## config.mk

```make
export PLATFORM = sky130hd
export DESIGN_NAME = ppor_div_step
export DESIGN_NICKNAME = d
export VERILOG_FILES = /design/src/hdl/ppor_pkg.sv /design/src/hdl/ppor_div_step.sv
export SDC_FILE = /design/constraint.sdc
export NUM_CORES = 1
export LEC_CHECK = 0
export BUFFER_PORTS_ARGS = -buffer_cell sky130_fd_sc_hd__buf_4
export CAP_MARGIN = 15
export CORE_MARGIN = 5
export CORE_UTILIZATION = 35
export DETAILED_ROUTE_END_ITERATION = 10
export MAX_ROUTING_LAYER = met4
export SLEW_MARGIN = 20
export SYNTH_ARGS = -nofsm -noshare
export SYNTH_HDL_FRONTEND = slang
export SYNTH_SLANG_ARGS = --single-unit
```

## constraint.sdc

```tcl
create_clock -name aclk -period 18.35 [get_ports aclk]
set_input_delay 1.835 -clock aclk [delete_from_list [all_inputs] [get_ports aclk]]
set_output_delay 1.835 -clock aclk [all_outputs]
set_load 0.05 [all_outputs]
```

## src/hdl/ppor_pkg.sv

```systemverilog
`timescale 1ns / 1ps
// Types, constants and lookup functions shared by the coordinate rank/unrank pipeline.
package ppor_pkg;

    localparam int PIECES      = 6;
    localparam int VAL_W       = 29;
    localparam int MAGIC_SHIFT = 33;

    localparam logic REQ_RANK   = 1'b0;
    localparam logic REQ_UNRANK = 1'b1;

    // Configuration register indexes.
    localparam logic [1:0] CFG_PIECE_COUNT = 2'd0;
    localparam logic [1:0] CFG_ORIENT      = 2'd1;
    localparam logic [1:0] CFG_LARGE       = 2'd2;

    typedef struct packed {
        logic                   req_type;
        logic [VAL_W-1:0]       index_in;
        logic [5:0]             in_piece_0;
        logic [5:0]             in_piece_1;
        logic [5:0]             in_piece_2;
        logic [5:0]             in_piece_3;
        logic [5:0]             in_piece_4;
        logic [5:0]             in_piece_5;
    } req_t;

    typedef struct packed {
        logic [VAL_W-1:0]       index_out;
        logic [5:0]             out_piece_0;
        logic [5:0]             out_piece_1;
        logic [5:0]             out_piece_2;
        logic [5:0]             out_piece_3;
        logic [5:0]             out_piece_4;
        logic [5:0]             out_piece_5;
        logic                   error;
    } rsp_t;

    // Effective configuration after clamping.
    typedef struct packed {
        logic [2:0]             n;
        logic [1:0]             c;
        logic [3:0]             npos;
        logic [VAL_W-1:0]       space;
    } cfg_t;

    // Item state carried down the pipeline.
    typedef struct packed {
        logic                   unrank;
        logic                   err;
        logic [VAL_W-1:0]       val;
        logic [VAL_W-1:0]       rank_idx;
        logic [PIECES-1:0][1:0] ori;
        logic [PIECES-1:0][3:0] dig;
        logic [11:0]            used;
    } work_t;

    // Lehmer digit weight: product of (N - j) for j below i.
    function automatic logic [16:0] lehmer_weight(input logic big, input logic [2:0] i);
        logic [16:0] w;
        w = 17'd1;
        if (big) begin
            case (i)
                3'd1:    w = 17'd12;
                3'd2:    w = 17'd132;
                3'd3:    w = 17'd1320;
                3'd4:    w = 17'd11880;
                3'd5:    w = 17'd95040;
                default: w = 17'd1;
            endcase
        end else begin
            case (i)
                3'd1:    w = 17'd8;
                3'd2:    w = 17'd56;
                3'd3:    w = 17'd336;
                3'd4:    w = 17'd1680;
                3'd5:    w = 17'd6720;
                default: w = 17'd1;
            endcase
        end
        return w;
    endfunction

    // N! / (N - n)! for n in 1..6.
    function automatic logic [19:0] perm_space(input logic big, input logic [2:0] n);
        logic [19:0] s;
        s = 20'd1;
        if (big) begin
            case (n)
                3'd1:    s = 20'd12;
                3'd2:    s = 20'd132;
                3'd3:    s = 20'd1320;
                3'd4:    s = 20'd11880;
                3'd5:    s = 20'd95040;
                3'd6:    s = 20'd665280;
                default: s = 20'd1;
            endcase
        end else begin
            case (n)
                3'd1:    s = 20'd8;
                3'd2:    s = 20'd56;
                3'd3:    s = 20'd336;
                3'd4:    s = 20'd1680;
                3'd5:    s = 20'd6720;
                3'd6:    s = 20'd20160;
                default: s = 20'd1;
            endcase
        end
        return s;
    endfunction

    // c to the power k, c is 2 or 3, k in 0..6.
    function automatic logic [9:0] ori_pow(input logic [1:0] c, input logic [2:0] k);
        logic [9:0] p;
        p = 10'd1;
        if (c == 2'd3) begin
            case (k)
                3'd1:    p = 10'd3;
                3'd2:    p = 10'd9;
                3'd3:    p = 10'd27;
                3'd4:    p = 10'd81;
                3'd5:    p = 10'd243;
                3'd6:    p = 10'd729;
                default: p = 10'd1;
            endcase
        end else begin
            p = 10'(10'd1 << k);
        end
        return p;
    endfunction

    // ceil(2^33 / d): exact quotient for any 29-bit dividend, d in 3..12.
    function automatic logic [31:0] div_magic(input logic [3:0] d);
        logic [31:0] m;
        case (d)
            4'd3:    m = 32'd2863311531;
            4'd4:    m = 32'd2147483648;
            4'd5:    m = 32'd1717986919;
            4'd6:    m = 32'd1431655766;
            4'd7:    m = 32'd1227133514;
            4'd8:    m = 32'd1073741824;
            4'd9:    m = 32'd954437177;
            4'd10:   m = 32'd858993460;
            4'd11:   m = 32'd780903145;
            4'd12:   m = 32'd715827883;
            default: m = 32'd0;
        endcase
        return m;
    endfunction

endpackage

```

## src/hdl/ppor_div_step.sv

```systemverilog
`timescale 1ns / 1ps
// Two-stage divide step: peels one orientation or Lehmer digit off the index.
module ppor_div_step #(
    parameter int STEP = 0
) (
    input  logic             aclk,
    input  logic             aresetn,
    input  logic             en,
    input  logic             in_valid,
    input  ppor_pkg::work_t  in_work,
    input  ppor_pkg::cfg_t   cfg,
    output logic             out_valid,
    output ppor_pkg::work_t  out_work
);
    import ppor_pkg::*;

    localparam bit         IS_ORI = (STEP < PIECES);
    localparam logic [2:0] SUB    = 3'(STEP % PIECES);

    logic [3:0]        d;
    logic              act;
    logic [60:0]       prod;
    logic [2:0]        oidx;
    logic [VAL_W-1:0]  q;
    logic [7:0]        qd;
    logic [3:0]        r;
    work_t             b_next;

    logic              a_valid_reg;
    work_t             a_work_reg;
    logic [27:0]       a_hi_reg;
    logic              b_valid_reg;
    work_t             b_work_reg;

    assign d    = IS_ORI ? {2'b00, cfg.c} : 4'(cfg.npos - {1'b0, SUB});
    assign act  = (SUB < cfg.n);
    assign oidx = 3'(cfg.n - SUB - 3'd1);
    assign prod = 61'(in_work.val) * 61'(div_magic(d));

    always_comb begin
        q  = (d == 4'd2) ? (a_work_reg.val >> 1) : {1'b0, a_hi_reg};
        qd = {4'b0000, q[3:0]} * {4'b0000, d};
        r  = a_work_reg.val[3:0] - qd[3:0];
        b_next = a_work_reg;
        if (a_work_reg.unrank && act) begin
            b_next.val = q;
            if (IS_ORI) begin
                b_next.ori[oidx] = r[1:0];
            end else begin
                b_next.dig[SUB] = r;
            end
        end
    end

    always_ff @(posedge aclk) begin
        if (!aresetn) begin
            a_valid_reg <= 1'b0;
            b_valid_reg <= 1'b0;
        end else if (en) begin
            a_valid_reg <= in_valid;
            b_valid_reg <= a_valid_reg;
        end
    end

    always_ff @(posedge aclk) begin
        if (en) begin
            a_work_reg <= in_work;
            a_hi_reg   <= prod[60:MAGIC_SHIFT];
            b_work_reg <= b_next;
        end
    end

    assign out_valid = b_valid_reg;
    assign out_work  = b_work_reg;

endmodule

```

=== Word level (Yosys, flattened, before mapping) ===
Memory sizes are Yosys's and may differ from the RTL's.
Cells that the tools add are included.

* Register bits: 246
* Bits in read-only memories: 512
* Input bits: 150
* Output and inout bits: 109
* Logic and storage cells: 54
* Memories: 1

{| class="wikitable"
|+ Memory list
! name !! words !! width !! read ports !! clocked after memory_dff !! write ports !! RTL line !! source
|-
| (no name shown) || 16 || 32 || 1 || 0 || 0 || ppor_pkg.sv:135 || <nowiki>case (d)</nowiki>
|}

* Add/sub/neg operators: 2
* Multipliers: 2
* $lt $le $gt $ge: 3
* Equal/unequal tests: 1
* Multiplexer cells: 6
* Reduce and logical (&&, ||, !) cells: 2

{| class="wikitable"
|+ Operator list
! cell !! count
|-
| $mul A29 B32 Y61 || 1
|-
| $mux W29 || 1
|-
| $mux W28 || 1
|-
| $bwmux W12 || 1
|-
| $mux W12 || 1
|-
| $demux W2 S3 || 1
|-
| $lt A3 B4 Y1 const B || 1
|-
| $mul A4 B2 Y2 || 1
|-
| $ge A3 B1 Y1 const B || 1
|-
| $lt A1 B3 Y1 const A || 1
|-
| $sub A3 B1 Y3 const B || 1
|-
| $eq A2 B2 Y1 const B || 1
|-
| $logic_and A1 B1 Y1 || 2
|-
| $mux W2 || 1
|-
| $sub A2 B2 Y2 || 1
|}

=== Depth between registers and ports, before layout ===
* Word-level depth: 7
* Mapped depth: 32
* Mapped depth without buffers: 29

=== Worst setup path after synthesis ===
Ideal clock, no wire load.

* Kind: input-to-reg
* From: input port cfg[33] in the netlist's numbering
* To: register a_hi_reg[23], data pin
* Library setup time: 0.261 ns
* Data arrival time: 8.729 ns
* Required time: 18.089 ns
* Setup slack: 9.361 ns
* Cell stages on the path: 26
* Buffers on the path: 2
* Cells stage by stage: clkbuf_1 > clkbuf_1 > and3_1 > ha_1 > fa_1 > fa_1 > inv_1 > fa_1 > inv_1 > fa_1 > inv_1 > fa_1 > fa_1 > inv_1 > fa_1 > ha_1 > o21a_1 > o21a_1 > o221ai_1 > a21boi_0 > o21ai_0 > a31oi_1 > a21boi_1 > nor2_1 > o21a_1 > o311a_1

* Longest elaborated chain between the ends: 2

{| class="wikitable"
|+ RTL lines
! what !! RTL line !! source
|-
| from (decl) || ppor_div_step.sv:11 || <nowiki>input ppor_pkg::cfg_t cfg,</nowiki>
|-
| $mem_v2 Z16 W32 || -- ||
|-
| $mul A29 B32 Y61 || ppor_div_step.sv:38 || <nowiki>assign prod = 61'(in_work.val) * 61'(div_magic(d));</nowiki>
|-
| net prod[56] || ppor_div_step.sv:22 || <nowiki>logic [60:0] prod;</nowiki>
|-
| to (signal assigned) || ppor_div_step.sv:68 || <nowiki>a_hi_reg <= prod[60:MAGIC_SHIFT];</nowiki>
|-
| to (decl) || ppor_div_step.sv:31 || <nowiki>logic [27:0] a_hi_reg;</nowiki>
|}

The timed path passes the listed nets, and every way through them passes these cells.
A chain may end at the register's enable or synchronous reset.

=== Final worst setup path ===
* From: input port cfg[34] in the netlist's numbering
* To: register a_hi_reg[23], data pin

Same word-level chain as after synthesis.

==> flow_metrics.tcl <==
set metrics [dict create \
    synth.net_count 2169 \
    finClkSkew_ns 0.0176 \
    fillCellCount 5182 \
    avgRoutedWirePerCell_um 17.1 \
    synth-async-reset-ratio_pct 0 \
    ant_nets 0 \
    vias 11900 \
    path_buf_inv 3 \
    irDropWorstVdd_mv 0.0706 \
    min_period_over_period_pct 52.6 \
    drt-vias-per-instance 4.73 \
    core_area_um2 55100 \
    overflow 0 \
    synth-warning-count 0 \
    synth.most_common_cell "ha_1" \
    worst_pin_slew_ns 0.966 \
    cap_violations 0 \
    numCtsBuffers 23 \
    syn_avg_cell_area_um2 12.7 \
    firstDrtPassIters 5 \
    rsz0062_at_grt "no" \
    wirelength_um 43300 \
    dpl.hpwl_um 36200 \
    post_cts_resized 0 \
    antenna_found_initial 1 \
    cts_root_buf "clkbuf_16" \
    cts.hold.buffers_added 0 \
    p_clk_share_pct 17.7 \
    r2r-end "out_work[39]$_DFFE_PP_" \
    insertion_delay_ns 0.51 \
    holdPathEnd "out_work[31]$_DFFE_PP_" \
    synthTopCellsByArea "edfxtp_1, fa_1, ha_1, inv_1, xnor2_1" \
    syn_area_um2 19500 \
    cts_buffer_depth 3 \
    postCtsSetupRepairBufs 0 \
    p_sw_mw 1.19 \
    path_class "in2reg" \
    start_util_pct 35.3 \
    syn_to_final_growth_pct 17.4 \
    place_congestion 0.866 \
    path_common_cell "fa_1" \
    fin_cells 2523 \
    critPathMaxStageDelay_ns 1.02 \
    drc 0 \
    slew_violations 0 \
    synth_common_cells "ha_1, inv_1, edfxtp_1" \
    fin_crit_ns 9.66 \
    holdPathStages 0 \
    power.density_nw_per_um2 125 \
    pwr-share-comb_pct 56.0 \
    ys_seq_elements 246 \
    dieArea_um2 60400 \
    leakage_nw 11.3 \
    place_area_um2 22000 \
    start_kind "primary input" \
    maxSlewHeadroom_pct 35.6 \
    clk_pin_slew_ns 0.07 \
    finalNetCount 2398 \
    cts_tree "done" \
    min_path_type "reg2reg" \
    setup_tns_ns 0 \
    synth.distinct_cells 59 \
    switching_share_pct 41.7 \
    multi_input_comb_area_um2 11000 \
    grt_max_degree 107 \
    r2r_cells 9 \
    numPlacedInstances 2481 \
    hold_slack_ns 0.416 \
    synth_top_area_share_pct 37.7 \
    p_int_mw 1.66 \
    status "completed" \
    worst-path-max-fanout 24 \
    min_from "a_work_reg[31]$_DFFE_PP_" \
    crit_path_end_kind "flop" \
    grt_pass1_wl_um 69100 \
    setup_viol 0 \
    fmax_ghz 0.104 \
    p_total_mw 2.84 \
    drive_gt1_share_pct 16.4 \
    ios 259 \
    ys.flop_type "edfxtp_1" \
    htree_num_levels 1 \
    synthCells 1529 \
    die_w_um 246 \
    cp.required_ns 18.59 \
    rrSetupSlack_ns 15.89 \
    dr.first_iter.drc_count 459 \
    yosys.area.top_type "edfxtp_1" \
    cts_num_sinks 246 \
    track_usage_pct 14.6 \
    num_rows 86 \
    portBuffers 225 \
    critPathTopFamily "adder cells" \
    crit_arrival_ns 9.90 \
    final_design_area_no_fill_um2 22800 \
    die_y_um 246 \
    p_seq_share_pct 26.3 \
    yosysSeqAreaShare_pct 37.9 \
    cp_slowest_cell "fa_1" \
    hold_viol 0 \
    regArea_um2 7370 \
    grt_pass1_vias 12900 \
    synth_edf_count 244 \
    r2r_start "a_hi_reg[0]$_DFFE_PP_" \
]
[cells in the final DEF, fill, tap and decap left out, drive strengths merged, types with 3 or more instances in the layout]
cell type | netlist | routed
a211o | 4 | 4
a211oi | 7 | 7
a21boi | 3 | 3
a21o | 43 | 43
a21oi | 44 | 44
and2 | 12 | 12
and3 | 30 | 30
and4 | 4 | 4
buf | 3 | 228
bufinv | 0 | 5
clkbuf | 21 | 25
clkinv | 0 | 7
clkinvlp | 0 | 4
edfxtp | 244 | 244
fa | 205 | 205
ha | 285 | 285
inv | 269 | 269
mux2 | 12 | 12
mux2i | 30 | 30
nand2 | 66 | 66
nand2b | 4 | 4
nand3 | 19 | 19
nand4 | 12 | 12
nor2 | 23 | 23
nor2b | 10 | 10
nor3 | 6 | 6
nor4 | 3 | 3
o211ai | 4 | 4
o21a | 8 | 8
o21ai | 53 | 53
o21bai | 11 | 11
o31ai | 3 | 3
xnor2 | 45 | 45
xor2 | 22 | 22
[cell families after synthesis]
family          share of synthesized area [%]
xor+xnor                                 3.02
compound gates                           6.82
mux                                      2.24
flops                                    37.9
fa+ha+maj                                39.4
buf+inv                                  5.69
simple gates                             4.95
[power groups by stage]
| stage | sequential, mW | clock [mW] | combinational, mW |
|---|---|---|---|
| 6_report | 0.748 | 0.502 | 1.59 |
| 5_1_grt | 0.754 | 0.543 | 1.80 |
| 4_1_cts | 0.749 | 0.518 | 1.60 |
| 3_5_place_dp | 0.762 | 0 | 1.58 |
| 3_3_place_gp | 0.760 | 0 | 1.57 |
| 2_1_floorplan | 0.829 | 0 | 1.07 |
[per-layer routing]
metal	track usage, %	part of all wire [%]
met3	1.62	4.9
met1	18.8	44
met2	25.3	50
met4	2.67	1.5
met5	-	0
[through the flow]
step           setup slack [ns]  utilization, %
2_1_floorplan              9.36               -
3_3_place_gp               8.23            40.0
4_1_cts                    8.68            41.4
5_1_grt                    8.29            41.4
6_report                   8.69            41.4
3_5_place_dp               8.18            40.0
[worst max-delay path by stage]
stage | cells after the start | startpoint | to
after floorplan | 26 | cfg[33] | a_hi_reg[23]$_DFFE_PP_
after global placement | 25 | cfg[34] | a_hi_reg[23]$_DFFE_PP_
after detailed placement | 26 | cfg[34] | a_hi_reg[24]$_DFFE_PP_
after CTS | 26 | cfg[34] | a_hi_reg[24]$_DFFE_PP_
after global routing | 28 | cfg[34] | a_hi_reg[24]$_DFFE_PP_
final | 25 | cfg[34] | a_hi_reg[23]$_DFFE_PP_
[cell type report]
class | instances | share of cell area [%]
Multi-Input combinational cell | 990 | 48.2
Sequential cell | 246 | 32.3
Timing Repair Buffer | 228 | 7.53
Inverter | 269 | 4.42
Tap cell | 748 | 4.10
Clock buffer | 25 | 2.55
Clock inverter | 16 | 0.948
Antenna cell | 1 | 0.0110
(Power assumes the default switching activity.)
