**src/hdl/ppor_pkg.sv**
```systemverilog
`timescale 1ns / 1ps
// Types, constants and lookup functions shared by the coordinate rank/unrank pipeline.
package ppor_pkg;

    localparam int PIECES      = 6;
    localparam int VAL_W       = 29;
    localparam int MAGIC_SHIFT = 33;

    localparam logic REQ_RANK   = 1'b0;
    localparam logic REQ_UNRANK = 1'b1;

    // Configuration register indexes.
    localparam logic [1:0] CFG_PIECE_COUNT = 2'd0;
    localparam logic [1:0] CFG_ORIENT      = 2'd1;
    localparam logic [1:0] CFG_LARGE       = 2'd2;

    typedef struct packed {
        logic                   req_type;
        logic [VAL_W-1:0]       index_in;
        logic [5:0]             in_piece_0;
        logic [5:0]             in_piece_1;
        logic [5:0]             in_piece_2;
        logic [5:0]             in_piece_3;
        logic [5:0]             in_piece_4;
        logic [5:0]             in_piece_5;
    } req_t;

    typedef struct packed {
        logic [VAL_W-1:0]       index_out;
        logic [5:0]             out_piece_0;
        logic [5:0]             out_piece_1;
        logic [5:0]             out_piece_2;
        logic [5:0]             out_piece_3;
        logic [5:0]             out_piece_4;
        logic [5:0]             out_piece_5;
        logic                   error;
    } rsp_t;

    // Effective configuration after clamping.
    typedef struct packed {
        logic [2:0]             n;
        logic [1:0]             c;
        logic [3:0]             npos;
        logic [VAL_W-1:0]       space;
    } cfg_t;

    // Item state carried down the pipeline.
    typedef struct packed {
        logic                   unrank;
        logic                   err;
        logic [VAL_W-1:0]       val;
        logic [VAL_W-1:0]       rank_idx;
        logic [PIECES-1:0][1:0] ori;
        logic [PIECES-1:0][3:0] dig;
        logic [11:0]            used;
    } work_t;

    // Lehmer digit weight: product of (N - j) for j below i.
    function automatic logic [16:0] lehmer_weight(input logic big, input logic [2:0] i);
        logic [16:0] w;
        w = 17'd1;
        if (big) begin
            case (i)
                3'd1:    w = 17'd12;
                3'd2:    w = 17'd132;
                3'd3:    w = 17'd1320;
                3'd4:    w = 17'd11880;
                3'd5:    w = 17'd95040;
                default: w = 17'd1;
            endcase
        end else begin
            case (i)
                3'd1:    w = 17'd8;
                3'd2:    w = 17'd56;
                3'd3:    w = 17'd336;
                3'd4:    w = 17'd1680;
                3'd5:    w = 17'd6720;
                default: w = 17'd1;
            endcase
        end
        return w;
    endfunction

    // N! / (N - n)! for n in 1..6.
    function automatic logic [19:0] perm_space(input logic big, input logic [2:0] n);
        logic [19:0] s;
        s = 20'd1;
        if (big) begin
            case (n)
                3'd1:    s = 20'd12;
                3'd2:    s = 20'd132;
                3'd3:    s = 20'd1320;
                3'd4:    s = 20'd11880;
                3'd5:    s = 20'd95040;
                3'd6:    s = 20'd665280;
                default: s = 20'd1;
            endcase
        end else begin
            case (n)
                3'd1:    s = 20'd8;
                3'd2:    s = 20'd56;
                3'd3:    s = 20'd336;
                3'd4:    s = 20'd1680;
                3'd5:    s = 20'd6720;
                3'd6:    s = 20'd20160;
                default: s = 20'd1;
            endcase
        end
        return s;
    endfunction

    // c to the power k, c is 2 or 3, k in 0..6.
    function automatic logic [9:0] ori_pow(input logic [1:0] c, input logic [2:0] k);
        logic [9:0] p;
        p = 10'd1;
        if (c == 2'd3) begin
            case (k)
                3'd1:    p = 10'd3;
                3'd2:    p = 10'd9;
                3'd3:    p = 10'd27;
                3'd4:    p = 10'd81;
                3'd5:    p = 10'd243;
                3'd6:    p = 10'd729;
                default: p = 10'd1;
            endcase
        end else begin
            p = 10'(10'd1 << k);
        end
        return p;
    endfunction

    // ceil(2^33 / d): exact quotient for any 29-bit dividend, d in 3..12.
    function automatic logic [31:0] div_magic(input logic [3:0] d);
        logic [31:0] m;
        case (d)
            4'd3:    m = 32'd2863311531;
            4'd4:    m = 32'd2147483648;
            4'd5:    m = 32'd1717986919;
            4'd6:    m = 32'd1431655766;
            4'd7:    m = 32'd1227133514;
            4'd8:    m = 32'd1073741824;
            4'd9:    m = 32'd954437177;
            4'd10:   m = 32'd858993460;
            4'd11:   m = 32'd780903145;
            4'd12:   m = 32'd715827883;
            default: m = 32'd0;
        endcase
        return m;
    endfunction

endpackage

```
**src/hdl/ppor_rank.sv**
```systemverilog
`timescale 1ns / 1ps
// Five-stage rank front end: piece decode, Lehmer digits, weighting, sum, final scale.
module ppor_rank (
    input  logic             aclk,
    input  logic             aresetn,
    input  logic             en,
    input  logic             in_valid,
    input  ppor_pkg::req_t   in_req,
    input  ppor_pkg::cfg_t   cfg,
    output logic             out_valid,
    output ppor_pkg::work_t  out_work
);
    import ppor_pkg::*;

    logic [PIECES-1:0][5:0] pc;
    logic [PIECES-1:0][4:0] pos_next;
    logic [PIECES-1:0][1:0] ori_next;
    logic [11:0]            q3 [PIECES];
    logic [5:0]             qc [PIECES];
    logic                   univ12;

    // stage 1
    logic                   s1_valid_reg;
    logic                   s1_unrank_reg;
    logic                   s1_uerr_reg;
    logic [VAL_W-1:0]       s1_index_reg;
    logic [PIECES-1:0][4:0] s1_pos_reg;
    logic [PIECES-1:0][1:0] s1_ori_reg;
    // stage 2
    logic                   s2_valid_reg;
    logic                   s2_unrank_reg;
    logic                   s2_err_reg;
    logic [VAL_W-1:0]       s2_index_reg;
    logic [PIECES-1:0][3:0] s2_dig_reg;
    logic [9:0]             s2_idxo_reg;
    logic                   rerr;
    logic [PIECES-1:0][3:0] dig_next;
    logic [9:0]             idxo_next;
    logic [2:0]             cnt;
    logic [2:0]             expo;
    logic                   act_i;
    // stage 3
    logic                   s3_valid_reg;
    logic                   s3_unrank_reg;
    logic                   s3_err_reg;
    logic [VAL_W-1:0]       s3_index_reg;
    logic [19:0]            s3_prod_reg [PIECES];
    logic [9:0]             s3_idxo_reg;
    // stage 4
    logic                   s4_valid_reg;
    logic                   s4_unrank_reg;
    logic                   s4_err_reg;
    logic [VAL_W-1:0]       s4_index_reg;
    logic [19:0]            s4_idxp_reg;
    logic [9:0]             s4_idxo_reg;
    logic [19:0]            idxp_next;
    // stage 5
    logic                   s5_valid_reg;
    work_t                  s5_work_reg;

    assign univ12 = (cfg.npos == 4'd12);
    assign pc[0] = in_req.in_piece_0;
    assign pc[1] = in_req.in_piece_1;
    assign pc[2] = in_req.in_piece_2;
    assign pc[3] = in_req.in_piece_3;
    assign pc[4] = in_req.in_piece_4;
    assign pc[5] = in_req.in_piece_5;

    // Split codes into position and orientation; divide by 3 as (x * 43) >> 7.
    always_comb begin
        for (int i = 0; i < PIECES; i++) begin
            q3[i] = 12'(pc[i]) * 12'd43;
            qc[i] = (cfg.c == 2'd3) ? {1'b0, q3[i][11:7]} : (pc[i] >> 1);
            pos_next[i] = qc[i][4:0];
            ori_next[i] = 2'(pc[i][1:0] - 2'(qc[i][1:0] * cfg.c));
        end
    end

    always_comb begin
        rerr      = 1'b0;
        idxo_next = '0;
        dig_next  = '0;
        cnt       = '0;
        expo      = '0;
        act_i     = 1'b0;
        for (int i = 0; i < PIECES; i++) begin
            act_i = (3'(i) < cfg.n);
            cnt   = '0;
            for (int j = 0; j < i; j++) begin
                if (s1_pos_reg[j] == s1_pos_reg[i]) begin
                    rerr = rerr | act_i;
                end
                if (s1_pos_reg[j] < s1_pos_reg[i]) begin
                    cnt = cnt + 3'd1;
                end
            end
            if (act_i) begin
                if (s1_pos_reg[i] >= {1'b0, cfg.npos}) begin
                    rerr = 1'b1;
                end
                expo        = 3'(cfg.n - 3'(i) - 3'd1);
                dig_next[i] = 4'(s1_pos_reg[i] - 5'(cnt));
                idxo_next   = idxo_next + 10'(s1_ori_reg[i] * ori_pow(cfg.c, expo));
            end
        end
    end

    always_comb begin
        idxp_next = '0;
        for (int i = 0; i < PIECES; i++) begin
            idxp_next = idxp_next + s3_prod_reg[i];
        end
    end

    always_ff @(posedge aclk) begin
        if (!aresetn) begin
            s1_valid_reg <= 1'b0;
            s2_valid_reg <= 1'b0;
            s3_valid_reg <= 1'b0;
            s4_valid_reg <= 1'b0;
            s5_valid_reg <= 1'b0;
        end else if (en) begin
            s1_valid_reg <= in_valid;
            s2_valid_reg <= s1_valid_reg;
            s3_valid_reg <= s2_valid_reg;
            s4_valid_reg <= s3_valid_reg;
            s5_valid_reg <= s4_valid_reg;
        end
    end

    always_ff @(posedge aclk) begin
        if (en) begin
            s1_unrank_reg <= (in_req.req_type == REQ_UNRANK);
            s1_uerr_reg   <= (in_req.index_in >= cfg.space);
            s1_index_reg  <= in_req.index_in;
            s1_pos_reg    <= pos_next;
            s1_ori_reg    <= ori_next;

            s2_unrank_reg <= s1_unrank_reg;
            s2_err_reg    <= s1_unrank_reg ? s1_uerr_reg : rerr;
            s2_index_reg  <= s1_index_reg;
            s2_dig_reg    <= dig_next;
            s2_idxo_reg   <= idxo_next;

            s3_unrank_reg <= s2_unrank_reg;
            s3_err_reg    <= s2_err_reg;
            s3_index_reg  <= s2_index_reg;
            s3_idxo_reg   <= s2_idxo_reg;
            for (int i = 0; i < PIECES; i++) begin
                s3_prod_reg[i] <= 20'(20'(s2_dig_reg[i]) * 20'(lehmer_weight(univ12, 3'(i))));
            end

            s4_unrank_reg <= s3_unrank_reg;
            s4_err_reg    <= s3_err_reg;
            s4_index_reg  <= s3_index_reg;
            s4_idxp_reg   <= idxp_next;
            s4_idxo_reg   <= s3_idxo_reg;

            s5_work_reg.unrank   <= s4_unrank_reg;
            s5_work_reg.err      <= s4_err_reg;
            s5_work_reg.val      <= s4_index_reg;
            s5_work_reg.rank_idx <= VAL_W'(30'(s4_idxp_reg) * 30'(ori_pow(cfg.c, cfg.n))
                                          + 30'(s4_idxo_reg));
            s5_work_reg.ori      <= '0;
            s5_work_reg.dig      <= '0;
            s5_work_reg.used     <= '0;
        end
    end

    assign out_valid = s5_valid_reg;
    assign out_work  = s5_work_reg;

endmodule

```
**config.mk**
```make
export PLATFORM = sky130hd
export DESIGN_NAME = ppor_rank
export DESIGN_NICKNAME = d
export VERILOG_FILES = /design/src/hdl/ppor_pkg.sv /design/src/hdl/ppor_rank.sv
export SDC_FILE = /design/constraint.sdc
export NUM_CORES = 2
export LEC_CHECK = 0
export BUFFER_PORTS_ARGS = -buffer_cell sky130_fd_sc_hd__buf_2
export CORE_MARGIN = 5
export CORE_UTILIZATION = 45
export DETAILED_ROUTE_END_ITERATION = 8
export PLACE_DENSITY = 0.69
export SYNTH_ARGS = -nofsm -noshare
export SYNTH_HDL_FRONTEND = slang
export SYNTH_SLANG_ARGS = --single-unit
```
**constraint.sdc**
```tcl
create_clock -name aclk -period 14.89 [get_ports aclk]
set_input_delay 0.7445 -clock aclk [delete_from_list [all_inputs] [get_ports aclk]]
set_output_delay 0.7445 -clock aclk [all_outputs]
set_load 0.01 [all_outputs]
```
## Word level (Yosys, flattened, before mapping)

Memories as Yosys holds them, arrays and structs flattened.
Cells that the tools add are included.

| storage, ports and cells | value |
|---|---|
| flip-flop bits (word level) | 305 |
| memories kept | 1 |
| output and inout bits | 109 |
| logic and storage cells | 309 |
| bits of input ports | 108 |
| bits in writable memories | 120 |

Memories:

| memory | depth | width | rd ports | clocked after Yosys merged registers in | write ports | RTL line | RTL |
|---|---|---|---|---|---|---|---|
| s3_prod_reg | 6 | 20 | 6 | 0 | 6 | ppor_rank.sv:47 | `logic [19:0] s3_prod_reg [PIECES];` |

| operators by class | value |
|---|---|
| shift-type cells | 7 |
| bitwise gates (word level) | 15 |
| add/subtract/negate cells | 42 |
| $lt $le $gt $ge | 28 |
| $mul | 25 |
| equality and inequality tests | 59 |
| muxes and demuxes | 89 |

Operator list:

| operator | count |
|---|---|
| 10-bit one-hot mux with 6 select lines | 7 |
| 10-bit 2-to-1 mux | 20 |
| 4-bit by 17-bit multiplier with 20-bit output | 6 |
| 17-bit 2-to-1 mux | 7 |
| 20-bit adder | 5 |
| 5-bit equality test | 15 |
| 5-bit < comparator | 15 |
| 6-bit by 6-bit multiplier with 12-bit output (second input constant) | 6 |
| 1-bit by 3-bit left shift with 10-bit output (first input constant) | 7 |
| 3-bit equality test (second input constant) | 21 |
| 2-bit by 10-bit multiplier with 10-bit output | 6 |
| 10-bit adder | 5 |
| 3-bit by 2-bit equality test with 1-bit output (second input constant) | 14 |
| 1-bit 2-to-1 mux | 35 |
| 3-bit 2-to-1 mux | 11 |
| 3-bit by 1-bit adder with 3-bit output (second input constant) | 10 |
| 5-bit by 4-bit greater-or-equal comparator with 1-bit output | 6 |
| 5-bit 2-to-1 mux | 6 |
| 29-bit by 10-bit adder with 29-bit output | 1 |
| 29-bit greater-or-equal comparator | 1 |
| 20-bit by 10-bit multiplier with 29-bit output | 1 |
| 3-bit by 1-bit equality test with 1-bit output (second input constant) | 7 |
| 4-bit by 3-bit subtractor with 4-bit output | 5 |
| 3-bit by 1-bit subtractor with 3-bit output (second input constant) | 6 |
| other kinds (13) | 42 |

## Logic depth before layout (Yosys ltp)

| depth | value |
|---|---|
| depth after elaboration | 44 |
| depth in mapped cells | 58 |
| gate-level depth less buffers | 55 |

## Worst setup path after synthesis

Ideal clock, no wire load.

| timing path | value |
|---|---|
| path kind | input -> register |
| start point | input port cfg[37] (netlist bit) |
| end point | register s2_idxo_reg[9], data pin |
| library setup time | 268 ps |
| buffers on the path | 3 |
| data required time | 14622 ps |
| stages on the path | 57 |
| arrival time | 11348 ps |
| path slack | 3275 ps |
| cells stage by stage | clkbuf_1 -> inv_1 -> clkbuf_1 -> ha_1 -> clkbuf_1 -> o21ai_0 -> a21oi_1 -> and2_1 -> ha_1 -> inv_1 -> fa_1 -> nand2b_1 -> fa_1 -> inv_1 -> ha_1 -> a21o_1 -> a21oi_1 -> xnor2_1 -> (+21 left out) -> and3_1 -> a221o_1 -> nor2_1 -> xor2_1 -> nor2_1 -> a31oi_1 -> o21ai_1 -> inv_1 -> fa_1 -> inv_1 -> ha_1 -> or2_2 -> a21oi_1 -> a31oi_1 -> xnor2_1 -> nand2_1 -> xnor2_1 -> xnor3_1 |

| on the way | value |
|---|---|
| cells in the longest elaborated chain, start to end | 17 |
| elaborated cells on any way between the ends | 93 |
| those cells by class | 15 x add/sub; 6 x mul; 6 x order compare; 36 x eq/ne; 6 x shift; 24 x mux |

RTL lines:

| element | RTL line | RTL |
|---|---|---|
| start: declaration | ppor_rank.sv:9 | `input ppor_pkg::cfg_t cfg,` |
| 3-bit by 1-bit subtractor with 3-bit output | ppor_rank.sv:101 | `expo = 3'(cfg.n - 3'(i) - 3'd1);` |
| 3-bit by 1-bit subtractor with 3-bit output (tied with other cells) | ppor_rank.sv:101 |  |
| 3-bit equality test (tied with other cells) | ppor_pkg.sv:117 | `case (k)` |
| 10-bit one-hot mux with 6 select lines or 10-bit 2-to-1 mux (tied branches) | ppor_pkg.sv:117, ppor_pkg.sv:116 |  |
| 10-bit 2-to-1 mux (on tied branches) | ppor_pkg.sv:116, ppor_rank.sv:97 |  |
| 10-bit 2-to-1 mux or 2-bit by 10-bit multiplier with 10-bit output (tied branches) | ppor_rank.sv:97, ppor_rank.sv:103 |  |
| 2-bit by 10-bit multiplier with 10-bit output or 10-bit 2-to-1 mux (tied branches) | ppor_rank.sv:103, ppor_rank.sv:97 |  |
| 10-bit adder | ppor_rank.sv:103 | `idxo_next = idxo_next + 10'(s1_ori_reg[i] * ori_pow(cfg.c, expo));` |
| (+2 left out) | - |  |
| 10-bit 2-to-1 mux | ppor_rank.sv:97 | `if (act_i) begin` |
| 10-bit adder | ppor_rank.sv:103 |  |
| 10-bit 2-to-1 mux | ppor_rank.sv:97 |  |
| 10-bit adder | ppor_rank.sv:103 |  |
| 10-bit 2-to-1 mux | ppor_rank.sv:97 |  |
| 10-bit adder | ppor_rank.sv:103 |  |
| 10-bit 2-to-1 mux (*) | ppor_rank.sv:97 |  |
| named net idxo_next[9] | ppor_rank.sv:38 | `logic [9:0] idxo_next;` |
| end signal: assignment | ppor_rank.sv:143 | `s2_idxo_reg <= idxo_next;` |
| end: declaration | ppor_rank.sv:35 | `logic [9:0] s2_idxo_reg;` |

Mark *: on every way through the listed nets, which the timed path passes. The rest lies on a longest branch. The select of a mux whose other input is x is not followed.
A chain may end at the register's enable or synchronous reset.

## Worst setup path after layout

| timing path | value |
|---|---|
| start point | input port cfg[35] (netlist bit) |
| end point | register s2_idxo_reg[9], data pin |

Same word-level chain as after synthesis.

==> qor.txt <==
ys async rst share: 0
synthesized instance count: 3390
Rel. slew slack: 0.270
DRT iter0 DRCs: 1280
critical path arrival: 12.83 ns
fin. max-slew vios: 0
register area: 11000 sq um
vias in the first global route: 24300
RSZ-0062 raised after global routing: no
worst vdd ir: 0.174 mV
DRT antenna net count: 0
die width: 290 um
FF-to-FF End: s2_idxo_reg[9]
largest net degree at the start of global routing: 135
synthesized flop and latch total: 367
R2R Path Start: s1_ori_reg[1]
Cell Int Power: 3.77 mW
type of the worst setup path: in -> reg
mean post-synth cell area: 10.4 sq um
DRT Wirelength: 74.6 mm
highest metal used: met5
Core Area: 77600 sq um
antenna violations before repair: 5
I/O Buffers: 168
number of setup violations in the final report: 0
Max-cap violations: 0
# H-tree levels: 2
status: completed
actual slew at the worst max-slew pin: 1.10 ns
Startpoint Class: input port
Post-Syn Area: 35300 sq um
# fillers: 7141
area post-placement: 37200 sq um
LEAKAGE: 18.7 nW
gr ovfl total: 0
crit path capture type: flop
max reg flops: 62
clock latency on the worst-skew pair: 0.58 ns
Total Routing Usage GR: 0.176
root buf cell: clkbuf_16
Routed WL per cell: 16.1 um
clock share of power: 0.160
CP Launch Point: cfg[35]
DRT met1 WL: 33.0 mm
final period utilization: 0.840
drt drc: 0
R2R Setup Slk: 4.02 ns
Clk pin slew, worst setup/hold paths: 0.06 ns
CP max-delay cell: nor2_1
switching power: 2.69 mW
TritonCTS clock tree: built
met3 wire len: 3.42 mm
Hold Fails Final Rpt: 0
post-route design area: 38600 sq um
setup TNS after final layout: 0 ns
clk_skew: 0.0276 ns
Cell variety after synth: 78
ys flop type: edfxtp_1
number of synthesized flops with an enable pin: 362
CP most frequent cell: inv_1
switching share of power: 0.416
vias per inst: 5.11
CTS buffer count: 41
Die H: 290 um
DIE AREA: 84200 sq um
CTS Sinks: 367
Hold Path Depth: 1
clk buf depth: 3
Pre-antenna DRT Iters: 5
PD cells: 167 nW/um^2
CTS resizes: 0
Comb power frac: 0.576
fraction of layout cells with a size suffix above 1: 0.0833
CP peak stage delay: 0.77 ns
crit path capture: s2_idxo_reg[9]
multi-input logic area: 22000 sq um
CTS Hold Buffers Added: 0
Setup Fix Bufs, Post-CTS: 0
Final #Nets: 4524
global-route wire length before repair: 123 mm
CP required: 15.21 ns
Synth warnings: 0
Final Wtd Congestion: 0.913
sequential cell area fraction in the yosys report: 0.311
Syn-to-layout area delta: 9.32%
critical path peak fanout: 28
routed vias: 23700
Detail Route met2 WL: 35.5 mm
R2R depth: 50
Tmin final: 12.51 ns
IO Pins: 217
HP Class: in -> reg
Starting Density: 0.455
Detailed Place HPWL: 59.3 mm
sequential power share: 0.264
max frequency: 0.0799 GHz
row count: 102
==> how the worst min path moves through the flow <==
stage                startpoint               end  slack [ns]
2_1_floorplan  s4_index_reg[23]     out_work[100]        0.40
3_3_place_gp   s3_index_reg[17]  s4_index_reg[17]        0.40
3_5_place_dp    s4_index_reg[2]      out_work[79]        0.40
4_1_cts              in_req[65]     s1_unrank_reg        0.31
5_1_grt              in_req[65]     s1_unrank_reg        0.31
6_report             in_req[65]     s1_unrank_reg        0.34
==> worst max-delay path, delay by kind of cell <==
| family | cells | cell delay, ns |
|---|---|---|
| adder cells (fa/ha/maj) | 13 | 5.25 |
| AND/OR/NAND/NOR | 13 | 2.38 |
| XOR/XNOR | 7 | 1.25 |
| buffers and inverters | 9 | 0.75 |
| AO/OA/AOI/OAI | 13 | 2.44 |
==> routing by layer <==
layer,up-vias,GRT usage
met5,-,0
met2,485,0.299
met4,2,0.0578
met1,11300,0.231
met3,143,0.0268
li1,11700,-
==> cell usage after synthesis, types with 57 or more instances <==
cell type,number,area (sq um)
ha_1,604,7560
inv_1,510,1910
edfxtp_1,362,10900
fa_1,252,5040
nand2_1,248,931
a21oi_1,150,751
nor2_1,146,548
and2_1,145,907
o21ai_0,134,671
xnor2_1,117,1020
nor2b_1,90,563
a21o_1,59,443
clkbuf_1,57,214
==> layout by cell type, fill, tap and decap left out, types with 47 or more instances in the layout <==
cell type	n
a21o_1	59
a21oi_1	150
and2_1	145
buf_2	167
conb_1	57
edfxtp_1	362
fa_1	252
ha_1	604
inv_1	510
nand2_1	247
nand3_1	47
nor2_1	145
nor2b_1	90
o21ai_0	132
xnor2_1	117
xor2_1	54
==> power groups by stage <==
| stage | combinational (mW) | clock [mW] | sequential [mW] |
|---|---|---|---|
| floorplan | 2.90 | 0 | 1.65 |
| global placement | 3.64 | 0 | 1.72 |
| detailed placement | 3.74 | 0 | 1.72 |
| CTS | 3.77 | 1.07 | 1.70 |
| global route | 4.30 | 1.11 | 1.73 |
| finish | 3.72 | 1.03 | 1.70 |
==> cell families after synthesis <==
kind of cell	Yosys count	share of synthesized area
AO/OA/AOI/OAI	509	0.0897
XOR/XNOR	172	0.0431
adder cells (fa/ha/maj)	858	0.357
buffers and inverters	627	0.0724
flip-flops	367	0.311
multiplexers	36	0.0113
other	2	0.000213
AND/OR/NAND/NOR	819	0.115
==> final cells by class <==
type / instances / share of cell area
antenna: 3 / 0.000194
clock buffer: 46 / 0.0271
clock inverter: 28 / 0.00888
inverter: 512 / 0.0499
multi-input combinational: 2451 / 0.570
sequential: 367 / 0.284
tap: 1040 / 0.0337
timing repair buffer: 187 / 0.0257
==> metrics by stage <==
step / util / power [mW] / instances / hold slack, ns / setup slack (ns)
after floorplan: - / 4.56 / 3445 / 0.400 / 3.27
final: 0.497 / 6.46 / 4634 / 0.337 / 2.38
after global routing: 0.497 / 7.13 / 4634 / 0.306 / 1.60
after detailed placement: 0.479 / 5.46 / 4557 / 0.405 / 1.91
after global placement: 0.479 / 5.36 / 4557 / 0.400 / 2.29
after CTS: 0.497 / 6.54 / 4631 / 0.309 / 2.55
(Power assumes the default switching activity.)
